===== config.mk =====
export PLATFORM = sky130hd
export DESIGN_NAME = sbng_ram
export DESIGN_NICKNAME = d
export VERILOG_FILES = /design/src/design/assert_macros.svh /design/src/design/sbng_ram.sv
export SDC_FILE = /design/constraint.sdc
export NUM_CORES = 1
export LEC_CHECK = 0
export BUFFER_PORTS_ARGS = -buffer_cell sky130_fd_sc_hd__buf_4
export CAP_MARGIN = 25
export CORE_ASPECT_RATIO = 0.9
export CORE_MARGIN = 2
export CORE_UTILIZATION = 57
export CTS_CLUSTER_DIAMETER = 40
export CTS_CLUSTER_SIZE = 10
export DETAILED_ROUTE_END_ITERATION = 6
export PLACE_DENSITY = 0.75
export SLEW_MARGIN = 20
export SYNTH_ARGS = -nofsm -noshare
export SYNTH_HDL_FRONTEND = slang
export SYNTH_SLANG_ARGS = --single-unit

===== constraint.sdc =====
create_clock -name i_clk -period 1.9 [get_ports i_clk]
set_input_delay 0.19 -clock i_clk [delete_from_list [all_inputs] [get_ports i_clk]]
set_output_delay 0.19 -clock i_clk [all_outputs]
set_load 0.005 [all_outputs]

===== src/design/assert_macros.svh =====
// Assertion macros shared by the noise gate RTL.
// Expects a clock i_clk and an active-low reset i_rst_n in the including scope.
`ifndef ASSERT_MACROS_SVH
`define ASSERT_MACROS_SVH

// Property must hold at every clock edge outside reset.
`define SBNG_ASSERT(lbl, prop, msg) \
    lbl: assert property (@(posedge i_clk) disable iff (!i_rst_n) (prop)) \
        else $error(msg);

// When pre holds, post must hold in the next cycle.
`define SBNG_ASSERT_NEXT(lbl, pre, post, msg) \
    lbl: assert property (@(posedge i_clk) disable iff (!i_rst_n) (pre) |=> (post)) \
        else $error(msg);

`endif


===== src/design/sbng_ram.sv =====
// Generic single-clock RAM: one write port, one read port, registered read.
// No dependencies.
`default_nettype none

module sbng_ram #(
    parameter int WIDTH = 8,
    parameter int DEPTH = 16
) (
    input  logic                     i_clk,
    input  logic                     i_we,
    input  logic [$clog2(DEPTH)-1:0] i_waddr,
    input  logic [WIDTH-1:0]         i_wdata,
    input  logic [$clog2(DEPTH)-1:0] i_raddr,
    output logic [WIDTH-1:0]         o_rdata
);

    logic [WIDTH-1:0] r_mem [DEPTH];
    logic [WIDTH-1:0] r_rdata;

    always_ff @(posedge i_clk) begin
        if (i_we) begin
            r_mem[i_waddr] <= i_wdata;
        end
        r_rdata <= r_mem[i_raddr];
    end

    assign o_rdata = r_rdata;

endmodule

`default_nettype wire


==> impl_summary.txt <==
----------------------------------------------------
[Global route]
  Largest net degree at the start of global routing ... 33
  Wire length of the first global-routing pass ... 14.4 mm
  Number of global-route vias before repair ... 2503
  GRT overflow ... 0
  Number of antenna violations at the first check in global routing ... 0
  GR Util All Layers ... 21.2%

[Hold path]
  WHS Path Cells ... 3
  Hold Path Origin ... i_waddr[0]
  Kind of path behind the tightest hold check ... input port to flip-flop
  Hold Crit Endpoint ... r_mem[4][4]

[Yosys]
  Number of distinct standard cells referenced by the synthesized netlist ... 19
  Proportion of netlist area held by the largest area contributor ... 74.7%
  Synthesized netlist cell count ... 229
  Synthesis-stage register bit count ... 136
  Most area-consuming cells after synthesis ... edfxtp_1 75%, mux4_2 7.9%, mux4_1 7.1%
  Number of warnings reported in the yosys synthesis log ... 0
  Net count of the mapped netlist ... 247
  Largest area contributor in the synthesized netlist ... edfxtp_1
  Post-Synthesis Cell Area ... 5150 sq um
  Post-Synthesis Mean Instance Area ... 22.5 sq um
  Register area share after synthesis ... 77.8%

[Clocking]
  Number of buffers created by CTS ... 17
  Clock latency on the worst-skew pair ... 500 ps
  Buffer count from post-CTS setup fixing ... 0
  Maximum number of buffers from clock root to sink ... 2
  Clock transition at the registers of the reported paths ... 60 ps
  # resized after CTS ... 0
  Clock H-tree levels ... 4
  TritonCTS clock tree ... yes
  Number of sinks handled by clock tree synthesis ... 136
  Root Buffer Master ... clkbuf_8

[Finish]
  Commonest non-fill, non-tap cells in the layout ... 128 x edfxtp_1, 46 x buf_4, 18 x mux4_2
  Share of post-route cells with drive strength above 1 ... 31.7%
  Net total in the final layout ... 311
  Final standard cell count with taps included and fillers excluded ... 425
  Number of diodes ... 0
  Most frequent standard cell in the layout excluding fill and tap cells ... edfxtp_1
  Fraction of the core area covered by cells at the end of the flow ... 71.8%
  Area Overhead vs Synth ... 21.3%

[Worst setup path]
  Critical register-to-register path startpoint ... r_mem[5][2]
  Required time of the worst setup path ... 2280 ps
  Worst Setup End Kind ... flip-flop
  Crit-path max FO ... 1
  Worst EP arrival ... 1760 ps
  Crit start category ... flip-flop
  Flop-to-flop setup slack ... 520 ps
  Class of the most critical setup path ... flip-flop to flip-flop
  Destination of the worst register-to-register timing path ... o_rdata[2]
  Cells on worst reg2reg path ... 3

[STA]
  Worst hold margin ... 204 ps
  Unrepaired setup endpoints after global routing ... false
  Final Hold Vio Count ... 0
  Time the final worst path needs with I/O delays and setup ... 1380 ps
  Sum of negative setup slack ... 0 ps
  Fmax ... 723 MHz
  Setup clock skew after layout ... 7.47 ps
  Fraction of the cycle the final worst path needs ... 72.8%
  Setup Viol. Count Final ... 0
  Number of pins with negative max-slew slack in the final report ... 0
  Slew @ Worst Pin ... 435 ps
  Relative slew slack ... 71.0%

[Placement]
  Quantity of I/O buffers inserted on ports ... 25
  Cell Count Post-Placement ... 385
  Last weighted congestion value of the routability-driven placer ... 0.748
  HPWL Detailed ... 5.71 mm

[Floorplanning]
  Initial Util ... 59.2%
  Core area ... 8690 sq um
  Top Ports ... 26
  Horizontal extent of the die ... 104 microns
  Num rows ... 32
  Height of the chip ... 94.2 microns
  Area of the die ... 9810 sq um

[Power]
  Leak ... 0.00214 uW
  Peak supply drop ... 0.609 mV
  Cell area power density ... 1100 nW/um^2

[Route]
  Post-DR vias/cell ... 5.83
  Post-route antenna net violation count ... 0
  TritonRoute pass-1 iters ... 5
  Via count of the routed design ... 2477
  Final wirelength ... 9.30 mm
  Number of violations reported at the end of detailed-routing iteration 0 ... 184
  WL per Instance ... 21.9 microns
  Number of remaining DRC errors ... 0

[Status]
  Result of the run ... completed

[Flow run]
  Reported max-cap violation count ... 0

----------------------------------------------------
## cells by family after synthesis
logic type,count (synthesis),share of synthesized area [%]
muxes,32,15.0
buffers and inverters,10,1.68
AOI/OAI and AO/OA,16,2.33
and+or+nand+nor,35,3.18
DFF,136,77.8
## report_power, final
group	switching, uW	internal [uW]	total (uW)
clock	1150	2020	3170
combinational	173	166	339
sequential	20.6	3350	3380
total	1340	5540	6880
## metal layers
layer	wire length, microns	up-vias	track usage, %
li1	-	1099	-
met1	4140	1277	29.9
met2	4480	97	32.1
met3	632	4	6.31
met4	36	0	7.43
met5	0	-	0
## state kept, by name, summed over array words and instances, names as in the netlist
name / count
o_rdata: 8
r_mem: 128
## area by class of cell
class                      count  area [sq um]
tap                          119           149
timing repair buffer          55           445
fill                         527          2450
clock inverter                13           155
clock buffer                  19           432
sequential                   136          4000
multi-input combinational     83          1060
## how the worst max path moves through the flow
stage | start | endpoint | slack [ps]
3_5_place_dp | i_raddr[0] | o_rdata[2] | 260
2_1_floorplan | i_waddr[2] | r_mem[0][0] | 220
4_1_cts | r_mem[5][2] | o_rdata[2] | 480
6_report | r_mem[5][2] | o_rdata[2] | 520
3_3_place_gp | i_raddr[0] | o_rdata[2] | 300
5_1_grt | r_mem[5][2] | o_rdata[2] | 440
## Yosys cell counts, drive strengths merged
cell type	n
and2	1
nand3	1
and2b	1
or3b	1
nor2b	1
nor2	13
mux4	32
nand2	9
edfxtp	128
nand2b	2
a22oi	16
nand3b	2
buf	7
dfxtp	8
nor3	4
clkdlybuf4s25	3
## critical path, stage by stage (launching register included)
cell and delay (ps):
edfxtp_1 370, mux4_1 540, a22oi_1 250, nand2_1 110
## stage by stage
stage | instance area (sq um) | worst slack [ps] | total power [uW]
after floorplan | 5150 | 217 | 3600
after global placement | 5580 | 305 | 3750
after detailed placement | 5580 | 262 | 3760
after CTS | 6240 | 480 | 6940
after global routing | 6240 | 444 | 7100
final | 6240 | 516 | 6880
## repair_timing
item                                    CTS  global route
endpoints found under the hold margin   128             0
endpoints found under the setup margin    0             0
hold buffers                              8             0
Power figures use the tool's default switching activity.
